**src/sv/ulcd_pkg.sv**
```systemverilog
// Package with the shared types and constants of the UART line command decoder.
`timescale 1ns / 1ps

package ulcd_pkg;

   localparam int LINE_BYTES_DEFAULT   = 15;
   localparam int VALUE_OFFSET_DEFAULT = 4;

   localparam int QUEUE_DEPTH = 2;
   localparam int QUEUE_PW    = $clog2(QUEUE_DEPTH);
   localparam int QUEUE_CW    = $clog2(QUEUE_DEPTH + 1);

   localparam logic [7:0] CH_LF    = 8'h0A;
   localparam logic [7:0] CH_CR    = 8'h0D;
   localparam logic [7:0] CH_TAB   = 8'h09;
   localparam logic [7:0] CH_SPACE = 8'h20;
   localparam logic [7:0] CH_PLUS  = 8'h2B;
   localparam logic [7:0] CH_MINUS = 8'h2D;
   localparam logic [7:0] CH_ZERO  = 8'h30;
   localparam logic [7:0] CH_NINE  = 8'h39;
   localparam logic [7:0] CH_ONE   = 8'h31;
   localparam logic [7:0] CH_TWO   = 8'h32;
   localparam logic [7:0] CH_LC_C  = 8'h63;
   localparam logic [7:0] CH_LC_O  = 8'h6F;
   localparam logic [7:0] CH_LC_P  = 8'h70;
   localparam logic [7:0] CH_LC_R  = 8'h72;
   localparam logic [7:0] CH_LC_S  = 8'h73;

   localparam logic [1:0] OP_STOP   = 2'd0;
   localparam logic [1:0] OP_ON     = 2'd1;
   localparam logic [1:0] OP_PERIOD = 2'd2;
   localparam logic [1:0] OP_CLEAR  = 2'd3;

   typedef struct packed {
      logic [7:0] data;
      logic       is_term;
   } queue_word_type;

   typedef struct packed {
      logic [7:0]         echo_byte;
      logic               command_valid;
      logic               to_temp;
      logic               to_light;
      logic [1:0]         opcode;
      logic signed [31:0] period_value;
   } result_type;

endpackage

```
**src/sv/ulcd_front.sv**
```systemverilog
// Front part: accepts received bytes, marks line terminators and queues them for the back part.
`timescale 1ns / 1ps

module ulcd_front (
   input  logic                    clock,
   input  logic                    reset,
   input  logic                    push,
   output logic                    full,
   input  logic [7:0]              req_rx_byte,
   output logic                    q_valid,
   output ulcd_pkg::queue_word_type q_word,
   input  logic                    q_take
);
   import ulcd_pkg::*;

   queue_word_type          q_ff [QUEUE_DEPTH];
   logic [QUEUE_PW-1:0]     wr_ptr_ff, wr_ptr_in;
   logic [QUEUE_PW-1:0]     rd_ptr_ff, rd_ptr_in;
   logic [QUEUE_CW-1:0]     count_ff, count_in;
   logic                    push_ok;
   logic                    take_ok;
   queue_word_type          new_word;

   assign full    = (count_ff == QUEUE_CW'(QUEUE_DEPTH));
   assign q_valid = (count_ff != '0);
   assign q_word  = q_ff[rd_ptr_ff];
   assign push_ok = push && !full;
   assign take_ok = q_take && q_valid;

   always_comb begin
      new_word.data    = req_rx_byte;
      new_word.is_term = (req_rx_byte == CH_CR) || (req_rx_byte == CH_LF);
      wr_ptr_in = push_ok ? wr_ptr_ff + 1'b1 : wr_ptr_ff;
      rd_ptr_in = take_ok ? rd_ptr_ff + 1'b1 : rd_ptr_ff;
      count_in  = count_ff;
      if (push_ok && !take_ok) begin
         count_in = count_ff + 1'b1;
      end else if (take_ok && !push_ok) begin
         count_in = count_ff - 1'b1;
      end
   end

   always_ff @(posedge clock) begin
      if (push_ok) begin
         q_ff[wr_ptr_ff] <= new_word;
      end
   end

   always_ff @(posedge clock) begin
      if (reset) begin
         wr_ptr_ff <= '0;
         rd_ptr_ff <= '0;
         count_ff  <= '0;
      end else begin
         wr_ptr_ff <= wr_ptr_in;
         rd_ptr_ff <= rd_ptr_in;
         count_ff  <= count_in;
      end
   end

endmodule

```
**src/sv/ulcd_back.sv**
```systemverilog
// Back part: line store, command match, decimal decode and the result register.
`timescale 1ns / 1ps

module ulcd_back #(
   parameter int LINE_BYTES   = ulcd_pkg::LINE_BYTES_DEFAULT,
   parameter int VALUE_OFFSET = ulcd_pkg::VALUE_OFFSET_DEFAULT
) (
   input  logic                     clock,
   input  logic                     reset,
   input  logic                     q_valid,
   input  ulcd_pkg::queue_word_type q_word,
   output logic                     q_take,
   output logic                     out_valid,
   output ulcd_pkg::result_type     out_word,
   input  logic                     pop
);
   import ulcd_pkg::*;

   localparam int            AW         = $clog2(LINE_BYTES);
   localparam logic [AW-1:0] LAST_IDX   = AW'(LINE_BYTES - 1);
   localparam logic [AW-1:0] OFFSET_IDX = AW'(VALUE_OFFSET);

   localparam logic [1:0] ST_IDLE   = 2'd0;
   localparam logic [1:0] ST_MATCH  = 2'd1;
   localparam logic [1:0] ST_DECODE = 2'd2;
   localparam logic [1:0] ST_EMIT   = 2'd3;

   logic [7:0]            mem [LINE_BYTES];
   logic [LINE_BYTES-1:0] valid_ff, valid_in;
   logic [7:0]            pre_ff [3];
   logic [7:0]            pre_in [3];
   logic [AW-1:0]         fill_ff, fill_in;
   logic [1:0]            state_ff, state_in;
   logic [AW-1:0]         cursor_ff, cursor_in;
   logic                  digit_phase_ff, digit_phase_in;
   logic                  neg_ff, neg_in;
   logic [31:0]           acc_ff, acc_in;
   logic [7:0]            rd_data_ff;
   logic                  rd_valid_ff;
   logic [AW-1:0]         rd_addr;
   logic                  wr_en;
   logic [AW-1:0]         wr_addr;
   logic [7:0]            wr_data;
   result_type            res_ff, res_in;
   result_type            out_ff, out_in;
   logic                  out_valid_ff, out_valid_in;
   logic                  slot_free;
   logic [7:0]            cur_byte;
   logic                  is_digit;
   logic                  is_blank;
   logic                  finish;
   logic [31:0]           digit_val;

   assign out_valid = out_valid_ff;
   assign out_word  = out_ff;
   assign slot_free = !out_valid_ff || pop;
   assign cur_byte  = rd_valid_ff ? rd_data_ff : 8'h00;
   assign is_digit  = (cur_byte >= CH_ZERO) && (cur_byte <= CH_NINE);
   assign is_blank  = (cur_byte == CH_SPACE) || ((cur_byte >= CH_TAB) && (cur_byte <= CH_CR));
   assign digit_val = {24'd0, cur_byte - CH_ZERO};

   always_comb begin
      state_in       = state_ff;
      fill_in        = fill_ff;
      valid_in       = valid_ff;
      pre_in         = pre_ff;
      cursor_in      = cursor_ff;
      digit_phase_in = digit_phase_ff;
      neg_in         = neg_ff;
      acc_in         = acc_ff;
      res_in         = res_ff;
      out_in         = out_ff;
      out_valid_in   = out_valid_ff && !pop;
      q_take         = 1'b0;
      wr_en          = 1'b0;
      wr_addr        = fill_ff;
      wr_data        = q_word.data;
      rd_addr        = cursor_ff + 1'b1;
      finish         = 1'b0;
      unique case (state_ff)
         ST_IDLE: begin
            if (q_valid && q_word.is_term) begin
               q_take                = 1'b1;
               wr_en                 = 1'b1;
               wr_data               = 8'h00;
               res_in                = '0;
               res_in.echo_byte      = q_word.data;
               state_in              = ST_MATCH;
            end else if (q_valid && slot_free) begin
               q_take                = 1'b1;
               out_in                = '0;
               out_in.echo_byte      = q_word.data;
               out_valid_in          = 1'b1;
               if (fill_ff < LAST_IDX) begin
                  wr_en   = 1'b1;
                  fill_in = fill_ff + 1'b1;
               end else begin
                  fill_in = '0;
               end
            end
            if (wr_en) begin
               valid_in[wr_addr] = 1'b1;
               if (wr_addr < AW'(3)) begin
                  pre_in[wr_addr[1:0]] = wr_data;
               end
            end
         end
         ST_MATCH: begin
            fill_in        = '0;
            rd_addr        = OFFSET_IDX;
            cursor_in      = OFFSET_IDX;
            digit_phase_in = 1'b0;
            neg_in         = 1'b0;
            acc_in         = '0;
            state_in       = ST_EMIT;
            res_in.command_valid = 1'b1;
            if (pre_ff[0] == CH_LC_S && pre_ff[1] == CH_LC_C) begin
               res_in.to_temp  = 1'b1;
               res_in.to_light = 1'b1;
               res_in.opcode   = OP_STOP;
            end else if (pre_ff[0] == CH_LC_O && pre_ff[1] == CH_LC_R && pre_ff[2] == CH_ONE) begin
               res_in.to_temp = 1'b1;
               res_in.opcode  = OP_ON;
            end else if (pre_ff[0] == CH_LC_O && pre_ff[1] == CH_LC_R && pre_ff[2] == CH_TWO) begin
               res_in.to_light = 1'b1;
               res_in.opcode   = OP_ON;
            end else if (pre_ff[0] == CH_LC_P && pre_ff[1] == CH_LC_R && pre_ff[2] == CH_ONE) begin
               res_in.to_temp = 1'b1;
               res_in.opcode  = OP_PERIOD;
               state_in       = ST_DECODE;
            end else if (pre_ff[0] == CH_LC_P && pre_ff[1] == CH_LC_R && pre_ff[2] == CH_TWO) begin
               res_in.to_light = 1'b1;
               res_in.opcode   = OP_PERIOD;
               state_in        = ST_DECODE;
            end else if (pre_ff[0] == CH_LC_C && pre_ff[1] == CH_LC_R && pre_ff[2] == CH_ONE) begin
               res_in.to_temp = 1'b1;
               res_in.opcode  = OP_CLEAR;
            end else if (pre_ff[0] == CH_LC_C && pre_ff[1] == CH_LC_R && pre_ff[2] == CH_TWO) begin
               res_in.to_light = 1'b1;
               res_in.opcode   = OP_CLEAR;
            end else begin
               res_in.command_valid = 1'b0;
            end
         end
         ST_DECODE: begin
            if (!digit_phase_ff) begin
               if (is_blank) begin
                  finish = 1'b0;
               end else if (cur_byte == CH_PLUS || cur_byte == CH_MINUS) begin
                  neg_in         = (cur_byte == CH_MINUS);
                  digit_phase_in = 1'b1;
               end else if (is_digit) begin
                  acc_in         = digit_val;
                  digit_phase_in = 1'b1;
               end else begin
                  finish = 1'b1;
               end
            end else if (is_digit) begin
               acc_in = (acc_ff << 3) + (acc_ff << 1) + digit_val;
            end else begin
               finish = 1'b1;
            end
            if (cursor_ff == LAST_IDX) begin
               finish = 1'b1;
            end
            cursor_in = cursor_ff + 1'b1;
            if (finish) begin
               res_in.period_value = neg_in ? -$signed(acc_in) : $signed(acc_in);
               state_in            = ST_EMIT;
            end
         end
         ST_EMIT: begin
            if (slot_free) begin
               out_in       = res_ff;
               out_valid_in = 1'b1;
               state_in     = ST_IDLE;
            end
         end
         default: begin
            state_in = ST_IDLE;
         end
      endcase
   end

   always_ff @(posedge clock) begin
      if (wr_en) begin
         mem[wr_addr] <= wr_data;
      end
      rd_data_ff <= mem[rd_addr];
   end

   always_ff @(posedge clock) begin
      cursor_ff      <= cursor_in;
      digit_phase_ff <= digit_phase_in;
      neg_ff         <= neg_in;
      acc_ff         <= acc_in;
      res_ff         <= res_in;
      out_ff         <= out_in;
   end

   always_ff @(posedge clock) begin
      if (reset) begin
         state_ff     <= ST_IDLE;
         fill_ff      <= '0;
         valid_ff     <= '0;
         pre_ff       <= '{default: 8'h00};
         out_valid_ff <= 1'b0;
         rd_valid_ff  <= 1'b0;
      end else begin
         state_ff     <= state_in;
         fill_ff      <= fill_in;
         valid_ff     <= valid_in;
         pre_ff       <= pre_in;
         out_valid_ff <= out_valid_in;
         rd_valid_ff  <= valid_ff[rd_addr];
      end
   end

endmodule

```
**src/sv/uart_line_command_decoder.sv**
```systemverilog
// Top level of the UART line command decoder: front queue and back engine.
//
//   Channel   Ports                                   Word accepted when
//   request   push, full, req_rx_byte                 push && !full
//   response  empty, pop, rsp_echo_byte ...           pop && !empty
//
// A data byte passes through the front queue into the response register. A
// terminator passes from the queue through ST_IDLE, ST_MATCH and ST_EMIT, and
// for a period command through ST_DECODE before ST_EMIT, decoding the line
// bytes from VALUE_OFFSET on, at most LINE_BYTES - VALUE_OFFSET, one read per
// cycle from the line store memory. Reset clears the line store valid bits at
// once, so no clearing pass is needed. A response held by pop low stalls the
// back engine, and the two-word queue then fills and raises full.
`timescale 1ns / 1ps

module uart_line_command_decoder #(
   parameter int LINE_BYTES   = ulcd_pkg::LINE_BYTES_DEFAULT,
   parameter int VALUE_OFFSET = ulcd_pkg::VALUE_OFFSET_DEFAULT
) (
   input  logic               clock,
   input  logic               reset,
   input  logic               push,
   output logic               full,
   input  logic [7:0]         req_rx_byte,
   output logic               empty,
   input  logic               pop,
   output logic [7:0]         rsp_echo_byte,
   output logic               rsp_command_valid,
   output logic               rsp_to_temp,
   output logic               rsp_to_light,
   output logic [1:0]         rsp_opcode,
   output logic signed [31:0] rsp_period_value
);
   import ulcd_pkg::*;

   logic           q_valid;
   queue_word_type q_word;
   logic           q_take;
   logic           out_valid;
   result_type     out_word;

   ulcd_front u_front (
      .clock       (clock),
      .reset       (reset),
      .push        (push),
      .full        (full),
      .req_rx_byte (req_rx_byte),
      .q_valid     (q_valid),
      .q_word      (q_word),
      .q_take      (q_take)
   );

   ulcd_back #(
      .LINE_BYTES   (LINE_BYTES),
      .VALUE_OFFSET (VALUE_OFFSET)
   ) u_back (
      .clock     (clock),
      .reset     (reset),
      .q_valid   (q_valid),
      .q_word    (q_word),
      .q_take    (q_take),
      .out_valid (out_valid),
      .out_word  (out_word),
      .pop       (pop)
   );

   assign empty             = !out_valid;
   assign rsp_echo_byte     = out_word.echo_byte;
   assign rsp_command_valid = out_word.command_valid;
   assign rsp_to_temp       = out_word.to_temp;
   assign rsp_to_light      = out_word.to_light;
   assign rsp_opcode        = out_word.opcode;
   assign rsp_period_value  = out_word.period_value;

endmodule

```
**config.mk**
```make
export PLATFORM = sky130hd
export DESIGN_NAME = uart_line_command_decoder
export DESIGN_NICKNAME = d
export VERILOG_FILES = /design/src/sv/ulcd_pkg.sv /design/src/sv/ulcd_front.sv /design/src/sv/ulcd_back.sv /design/src/sv/uart_line_command_decoder.sv
export SDC_FILE = /design/constraint.sdc
export NUM_CORES = 1
export LEC_CHECK = 0
export ABC_AREA = 1
export BUFFER_PORTS_ARGS = -buffer_cell sky130_fd_sc_hd__buf_2
export CORE_MARGIN = 1.5
export CORE_UTILIZATION = 35
export DETAILED_ROUTE_END_ITERATION = 7
export HOLD_SLACK_MARGIN = 0.05
export PLACE_DENSITY = 0.51
export SLEW_MARGIN = 0
export SYNTH_ARGS = -nofsm -noshare
export SYNTH_HDL_FRONTEND = slang
export SYNTH_SLANG_ARGS = --single-unit
```
**constraint.sdc**
```tcl
create_clock -name clock -period 6.6 [get_ports clock]
set_clock_uncertainty 0.1 [all_clocks]
set_input_delay 0.33 -clock clock [delete_from_list [all_inputs] [get_ports clock]]
set_output_delay 0.33 -clock clock [all_outputs]
set_load 0.01 [all_outputs]
```
==> impl_metrics.env, run 1 <==
export IMPL_syn_inst=2060
export IMPL_first_global_vias=13226
export IMPL_min_path_cells=5
export IMPL_row_count=82
export IMPL_hold_viol_final=0
export IMPL_detail_route_wl_per_cell_um=16.67
export IMPL_synth_edf_count=266
export IMPL_worst_setup_path_type="flip-flop to flip-flop"
export IMPL_p_clk_share_pct=17.5
export IMPL_period_minus_slack_ns=4.593
export IMPL_grt_use_met3_pct=2.504
export IMPL_end_kind="flip-flop"
export IMPL_finalPower_mw=11.59
export IMPL_cp_arrival_ns=4.84
export IMPL_path_cells="nand2_1 > inv_1 > ha_1 > inv_1 > xor2_1 > fa_1 > inv_1 > ha_1 > nand2_1 > inv_1 > nand2_1 > nand3_1 > xor2_1 > nand2_1 > nand2_1 > nand2_1 > nand2_1 > nor2_2 > nand3_1 > nor2_2 > nor3b_1 > nor3_1"
export IMPL_ant_nets=0
export IMPL_die_area_um2=51660
export IMPL_cts_reportedPaths_clkPinSlew_ns=0.06
export IMPL_setup_viol=0
export IMPL_p_leak_nw=8.673
export IMPL_max_slew_margin_pct=11.15
export IMPL_p_per_area_nw_per_um2=581.6
export IMPL_p_int_mw=6.183
export IMPL_clock_root_buffer="clkbuf_16"
export IMPL_hp_class="primary input to flip-flop"
export IMPL_worst_pin_slew_ns=1.328
export IMPL_post_drt_via_cell_ratio=4.893
export IMPL_busiest_layer="met2"
export IMPL_netlist_area_leader_share_pct=45.37
export IMPL_finalCritPeriodShare_pct=69.59
export IMPL_insertion_delay_ns=0.57
export IMPL_die_h_um=227.3
export IMPL_clockBufferDepth=3
export IMPL_switchingPower_mw=5.408
export IMPL_coreArea_um2=49860
export IMPL_ys_types=49
export IMPL_first_iter_violations=802
export IMPL_grt_max_degree=64
export IMPL_gr_total_overflow=0
export IMPL_synth_area_um2=17610
export IMPL_yosysSeqAreaShare_pct=52.19
export IMPL_met1_usage_pct=22.93
export IMPL_dpl_hpwl_mm=33.30
export IMPL_cts_tree="yes"
export IMPL_htreeDepth=2
export IMPL_path_common_cell="nand2_1"
export IMPL_netlist_top_cells_area="edfxtp_1, nand2_1, dfxtp_1, inv_1, nor2_1"
export IMPL_synth_async_reset_ratio_pct=0
export IMPL_critPathRequiredTime_ns=6.85
export IMPL_yosys_register_bits=326
export IMPL_ios=59
export IMPL_drc=0
export IMPL_slew_viol_final=0
export IMPL_antenna_found_initial=0
export IMPL_grt_met2_usage_pct=32.22
export IMPL_cp_slowest_cell="dfxtp_1"
export IMPL_dr_pass1_iters=5
export IMPL_wl_mm=47.12
export IMPL_yosys_warnings=0
export IMPL_post_cts_resized=0
export IMPL_pwr_share_seq_pct=30.5
export IMPL_pwr_share_comb_pct=52.1
export IMPL_tns_ns=0
export IMPL_max_freq_mhz=217.7
export IMPL_drive_gt1_share_pct=9.331
export IMPL_yosysTopAreaCell="edfxtp_1"
export IMPL_die_w_um=227.3
export IMPL_synth_common_cells="nand2_1, inv_1, edfxtp_1"
export IMPL_worstSetupStartpointType="flip-flop"
export IMPL_grt_usage_pct=18.33
export IMPL_io_buffers=58
export IMPL_rsz0062_at_grt="false"
export IMPL_grt_pass1_wl_mm=72.86
export IMPL_num_antenna_cells=0
export IMPL_vias=13829
export IMPL_clock_sinks=326
export IMPL_cap_violations=0
export IMPL_slowest_delay_ns=0.58
export IMPL_synth_nets=2148
export IMPL_vdd_drop_max_uv=466.9
export IMPL_status="complete, no violations"
export IMPL_avgSynthCellArea_um2=8.547
export IMPL_yosysMostFrequentCell="nand2_1"
export IMPL_cts_buffers=37
export IMPL_p_sw_share_pct=46.65
export IMPL_cp_max_fo=9
export IMPL_final_nets=2213
export IMPL_syn_to_final_growth_pct=13.18
export IMPL_post_cts_setup_buffer_count=0
export IMPL_rr_worst_depth=22
export IMPL_synth_ff_type="edfxtp_1"
export IMPL_start_util_pct=35.31
export IMPL_globalplace_congestion=0.8860
==> per-layer routing <==
layer  wire length, um  part of all wire, %
met2             23310                   49
met3              1775                  3.8
met4              1373                  2.9
met5                 0                    0
met1             20660                   44
==> power groups by stage <==
stage | combinational (mW) | clock [mW] | sequential (mW)
2_1_floorplan | 4.16 | 0 | 3.56
3_3_place_gp | 6.00 | 0 | 3.58
3_5_place_dp | 6.04 | 0 | 3.58
4_1_cts | 6.08 | 2.07 | 3.54
5_1_grt | 6.84 | 2.14 | 3.60
6_report | 6.03 | 2.02 | 3.53
==> cell type report <==
| cell class | instances | area, um^2 |
|---|---|---|
| clock buffers | 54 | 1064 |
| well taps | 672 | 840.8 |
| fillers | 5091 | 29940 |
| flip-flops and latches | 326 | 9189 |
| repair buffers | 86 | 523.0 |
| multi-input cells | 1385 | 7079 |
| clock inverters | 14 | 147.6 |
| inverters | 289 | 1085 |
==> worst max-delay path, delay by kind of cell (launching register included) <==
family,cells,cell delay (ns)
fa+ha+maj,3,1.01
simple gates,13,2.00
buf+inv,4,0.30
flops,1,0.58
xor+xnor,2,0.37
==> cells by family (layout without fill, tap and decap cells) <==
family                   Yosys count  after routing  synth area share [%]
XOR/XNOR                          11             11                0.5472
AND/OR/NAND/NOR                  989            989                 23.89
adder cells (fa/ha/maj)           76             76                 5.657
AO/OA/AOI/OAI                    309            309                 9.920
buffers and inverters            349            443                 7.796
flip-flops                       326            326                 52.19
==> worst paths after layout <==
| kind | startpoint | to | slack [ns] |
|---|---|---|---|
| max | u_back.rd_valid_ff$_SDFF_PP0_ | u_back.res_ff[15]$_SDFFCE_PN0P_ | 2.01 |
| min | push | u_front.wr_ptr_ff$_SDFFE_PP0P_ | 0.17 |
| max reg2reg | u_back.rd_valid_ff$_SDFF_PP0_ | u_back.res_ff[15]$_SDFFCE_PN0P_ | 2.01 |
| min reg2reg | u_front.rd_ptr_ff$_SDFFE_PP0P_ | u_front.rd_ptr_ff$_SDFFE_PP0P_ | 0.35 |
==> sequential cells by signal, summed over array words and instances (netlist names), 2 cells and up, named ones only <==
| register | cells |
|---|---|
| u_back.acc_ff | 32 |
| u_back.res_ff | 45 |
| u_back.fill_ff | 4 |
| u_back.rd_data_ff | 8 |
| u_back.state_ff | 2 |
| u_back.cursor_ff | 4 |
| u_front.count_ff | 2 |
| u_front.q_ff | 18 |
| u_back.valid_ff | 15 |
| u_back.mem | 120 |
| u_back.out_word | 45 |
| u_back.pre_ff | 24 |
==> placed cells by master (no fill, tap or decap), types with 58 or more instances in the layout <==
cell | synthesis | routed
nand2_1 | 506 | 506
inv_1 | 282 | 282
edfxtp_1 | 266 | 266
nor2_1 | 250 | 249
o21ai_0 | 124 | 124
nand3_1 | 118 | 118
a21oi_1 | 111 | 110
ha_1 | 70 | 68
dfxtp_1 | 60 | 60
buf_2 | 8 | 58
==> per-stage QoR <==
stage / util [%] / hold slack [ns] / setup WS (ns) / instances / instance area (um^2)
after floorplan: - / 0.3252 / 1.304 / 2060 / 17610
after global placement: 37.36 / 0.3335 / 2.174 / 2749 / 18630
after detailed placement: 37.36 / 0.3470 / 2.089 / 2749 / 18630
after CTS: 39.97 / 0.1606 / 2.050 / 2826 / 19930
after global routing: 39.97 / 0.2610 / 1.585 / 2826 / 19930
final: 39.97 / 0.1679 / 2.007 / 2826 / 19930
==> timing repair <==
item,in CTS,in global routing
endpoints found under the hold margin,24,0
endpoints found under the setup margin,0,0
hold buffers,9,0
(Power assumes the default switching activity.)
==> run 2: changes to the inputs <==
--- a/config.mk
+++ b/config.mk
@@ -5,7 +5,7 @@
 export SDC_FILE = /design/constraint.sdc
 export NUM_CORES = 1
 export LEC_CHECK = 0
-export ABC_AREA = 1
+export ABC_AREA = 0
 export BUFFER_PORTS_ARGS = -buffer_cell sky130_fd_sc_hd__buf_2
 export CORE_MARGIN = 1.5
 export CORE_UTILIZATION = 35
==> constraint.sdc (replaced) <==
create_clock -name clock -period 4.74 [get_ports clock]
set_clock_uncertainty 0.1 [all_clocks]
set_input_delay 0.237 -clock clock [delete_from_list [all_inputs] [get_ports clock]]
set_output_delay 0.237 -clock clock [all_outputs]
set_load 0.01 [all_outputs]
==> run 2 against run 1 <==
  * The flow now finishes with violations (negative setup slack)
  * First-iteration DRC count down 25%
  * Routed wire length down 15%
  * Sequential share of layout area grew 1.6 points
  * Total power up 30%
  * Register-to-register slack lost 2.1 ns
  * Clock power is 37% higher
  * Worst setup slack worse by 2.1 ns
  * Combinational power is 27% higher
  * Cell count shrank 25%
  * Global-route usage shrank 1.4 points
  * Non-clock buffer count is 64 higher
  * Critical path depth is 6 lower
  * Critical path type unchanged
  * Largest power group unchanged
==> impl_metrics.env, run 2 <==
export IMPL_status="finished with violations"
export IMPL_violations="negative setup slack"
export IMPL_htreeDepth=2
export IMPL_grt_max_degree=50
export IMPL_grt_usage_pct=16.96
export IMPL_ant_nets=0
export IMPL_drive_gt1_share_pct=19.61
export IMPL_end_kind="flip-flop"
export IMPL_p_per_area_nw_per_um2=783.2
export IMPL_yosysMostFrequentCell="edfxtp_1"
export IMPL_rr_worst_depth=16
export IMPL_drc=0
export IMPL_hold_viol_final=0
export IMPL_synth_async_reset_ratio_pct=0
export IMPL_die_h_um=218.7
export IMPL_pwr_share_comb_pct=50.8
export IMPL_finalInstanceArea_um2=19280
export IMPL_num_antenna_cells=0
export IMPL_clockBufferDepth=3
export IMPL_synth_nets=1449
export IMPL_finalPower_mw=15.10
export IMPL_clock_root_buffer="clkbuf_16"
export IMPL_synth_ff_type="edfxtp_1"
export IMPL_wl_mm=40.16
export IMPL_max_freq_mhz=207.8
export IMPL_die_w_um=218.7
export IMPL_globalplace_congestion=0.8453
export IMPL_pwr_share_seq_pct=30.9
export IMPL_hp_start="reset"
export IMPL_coreArea_um2=45670
export IMPL_syn_inst=1361
export IMPL_finalCritPeriodShare_pct=101.5
export IMPL_largest_register_ffs=120
export IMPL_cts_buffers=36
export IMPL_insertion_delay_ns=0.56
export IMPL_grt_pass1_wl_mm=62.91
export IMPL_final_common_cell="edfxtp_1"
export IMPL_yosysTopAreaCell="edfxtp_1"
export IMPL_clock_sinks=326
export IMPL_io_buffers=58
export IMPL_synth_area_um2=16290
export IMPL_ys_types=90
export IMPL_setup_viol=1
export IMPL_layout_common_cells="edfxtp_1, nor2_1, nand2_1"
export IMPL_r2r_end="u_back.res_ff[26]$_SDFFCE_PN0P_"
export IMPL_largest_register="u_back.mem"
export IMPL_switchingPower_mw=6.214
export IMPL_period_minus_slack_ns=4.812
export IMPL_hp_class="primary input to flip-flop"
export IMPL_yosys_register_bits=326
export IMPL_layout_setup_ws_ns=-0.07198
export IMPL_cts_reportedPaths_clkPinSlew_ns=0.06
export IMPL_p_sw_share_pct=41.15
export IMPL_slew_viol_final=0
export IMPL_synth_edf_count=266
export IMPL_worst_setup_path_type="flip-flop to flip-flop"
export IMPL_rrSetupSlack_ns=-0.07
export IMPL_pre_cts_slack_ns=-0.2351
export IMPL_netlist_top_cells_area="edfxtp_1, dfxtp_1, ha_1, nor2_1, mux4_2"
export IMPL_rr_startpoint="u_back.rd_valid_ff$_SDFF_PP0_"
export IMPL_final_nets=1580
export IMPL_yosysSeqAreaShare_pct=56.42
export IMPL_p_leak_nw=7.100
export IMPL_avgSynthCellArea_um2=11.97
export IMPL_p_int_mw=8.889
export IMPL_dpl_hpwl_mm=28.30
export IMPL_cp_max_fo=5
export IMPL_ios=59
export IMPL_cp_arrival_ns=5.00
export IMPL_row_count=78
export IMPL_die_area_um2=47830
export IMPL_syn_to_final_growth_pct=18.40
export IMPL_cap_violations=0
export IMPL_yosys_warnings=0
export IMPL_first_global_vias=11382
export IMPL_placed_cell_area_um2=17730
export IMPL_detail_route_wl_per_cell_um=18.94
export IMPL_hold_ws_ns=0.2244
export IMPL_max_slew_margin_pct=21.01
export IMPL_vdd_drop_max_uv=402.2
export IMPL_netlist_area_leader_share_pct=49.05
export IMPL_cts_tree="yes"
export IMPL_min_path_cells=2
export IMPL_rsz0062_at_grt="true"
export IMPL_vias=11040
export IMPL_p_clk_share_pct=18.3
export IMPL_worstSetupStartpointType="flip-flop"
export IMPL_antenna_found_initial=0
export IMPL_dr_pass1_iters=5
export IMPL_fill_cells=4353
export IMPL_critPathRequiredTime_ns=4.93
export IMPL_start_util_pct=35.66
export IMPL_worst_pin_slew_ns=1.185
export IMPL_synth_common_cells="edfxtp_1, nor2_1, nand2_1"
export IMPL_gr_total_overflow=0
export IMPL_post_drt_via_cell_ratio=5.208
export IMPL_first_iter_violations=598
-- run 2: cell types whose count changed after synthesis, moves of 17 or more --
| cell | before | now |
|---|---|---|
| nand2_1 | 506 | 91 |
| inv_1 | 282 | 49 |
| nand3_1 | 118 | 13 |
| nor2_1 | 250 | 154 |
| o21ai_0 | 124 | 38 |
| and2_1 | 0 | 80 |
| mux2i_1 | 0 | 44 |
| a21oi_1 | 111 | 68 |
| mux4_2 | 0 | 24 |
| nand2b_1 | 0 | 20 |
| xor2_1 | 6 | 23 |
-- run 2: critical path, stage by stage (launching register included) --
cell and delay [ns]:
dfxtp_4 0.36, and2_4 0.16, ha_4 0.17, xnor2_2 0.13, fa_1 0.49, inv_2 0.04, ha_4 0.23, o211a_4 0.15
a221o_1 0.34, a22o_1 0.20, or3_4 0.34, a32oi_2 0.23, o311ai_2 0.16, or3b_4 0.40, or4_4 0.52, o31ai_4 0.19
mux2_4 0.32
-- run 2: what timing repair did --
item,CTS,global route
pin swaps,3,5
setup buffers,5,5
gates cloned,0,0
endpoints found under the setup margin,11,15
resized for setup,12,27
hold buffers,10,0
hold endpoints to repair,20,0
-- run 2: metrics by stage --
stage	setup TNS, ns	util [%]	instances
after global placement	-1.157	38.83	2034
after detailed placement	-1.413	38.83	2034
after global routing	-0.3577	42.22	2120
after floorplan	-0.04460	-	1361
after CTS	-0.08234	41.84	2115
final	-0.07198	42.22	2120
-- run 2: cell families after synthesis --
group / after synthesis / share of synthesized area (%)
adders and majority gates: 76 / 6.116
muxes: 83 / 7.061
and+or+nand+nor: 469 / 14.56
buffers and inverters: 108 / 2.574
DFF: 326 / 56.42
AOI/OAI and AO/OA: 257 / 11.01
xor gates and xnor gates: 42 / 2.259
-- run 2: cell type report --
type	count	area [um^2]	area share [%]
clock buffer	47	962.2	4.990
clock inverter	19	224.0	1.162
inverter	51	193.9	1.006
multi-input combinational	927	6948	36.03
sequential	326	9194	47.68
tap	600	750.7	3.893
timing repair buffer	150	1010	5.237
-- run 2: metal layers --
layer | global-route usage, % | up-vias | wire (um)
met5 | 0 | - | 0
met4 | 5.616 | 0 | 938
met3 | 2.422 | 61 | 1188
met2 | 30.51 | 176 | 20800
met1 | 20.71 | 5465 | 17230
li1 | - | 5338 | -
-- run 2: worst max path at each step --
| stage | from | end | slack [ns] | cells past startpoint |
|---|---|---|---|---|
| after global routing | u_back.rd_valid_ff$_SDFF_PP0_ | u_back.res_ff[26]$_SDFFCE_PN0P_ | -0.18 | 16 |
| after global placement | u_back.rd_valid_ff$_SDFF_PP0_ | u_back.res_ff[30]$_SDFFCE_PN0P_ | -0.21 | 18 |
| after CTS | u_back.rd_valid_ff$_SDFF_PP0_ | u_back.res_ff[26]$_SDFFCE_PN0P_ | -0.08 | 16 |
| final | u_back.rd_valid_ff$_SDFF_PP0_ | u_back.res_ff[26]$_SDFFCE_PN0P_ | -0.07 | 16 |
| after floorplan | u_back.rd_valid_ff$_SDFF_PP0_ | u_back.res_ff[26]$_SDFFCE_PN0P_ | -0.04 | 17 |
| after detailed placement | u_back.rd_valid_ff$_SDFF_PP0_ | u_back.res_ff[30]$_SDFFCE_PN0P_ | -0.24 | 18 |
-- run 2: power by group through the flow --
stage | Sequential, mW | Combinational (mW) | Clock, mW
5_1_grt | 4.74 | 8.50 | 2.94
4_1_cts | 4.67 | 7.52 | 2.84
2_1_floorplan | 4.66 | 4.95 | 0
3_5_place_dp | 4.73 | 7.33 | 0
6_report | 4.67 | 7.67 | 2.77
3_3_place_gp | 4.72 | 7.29 | 0
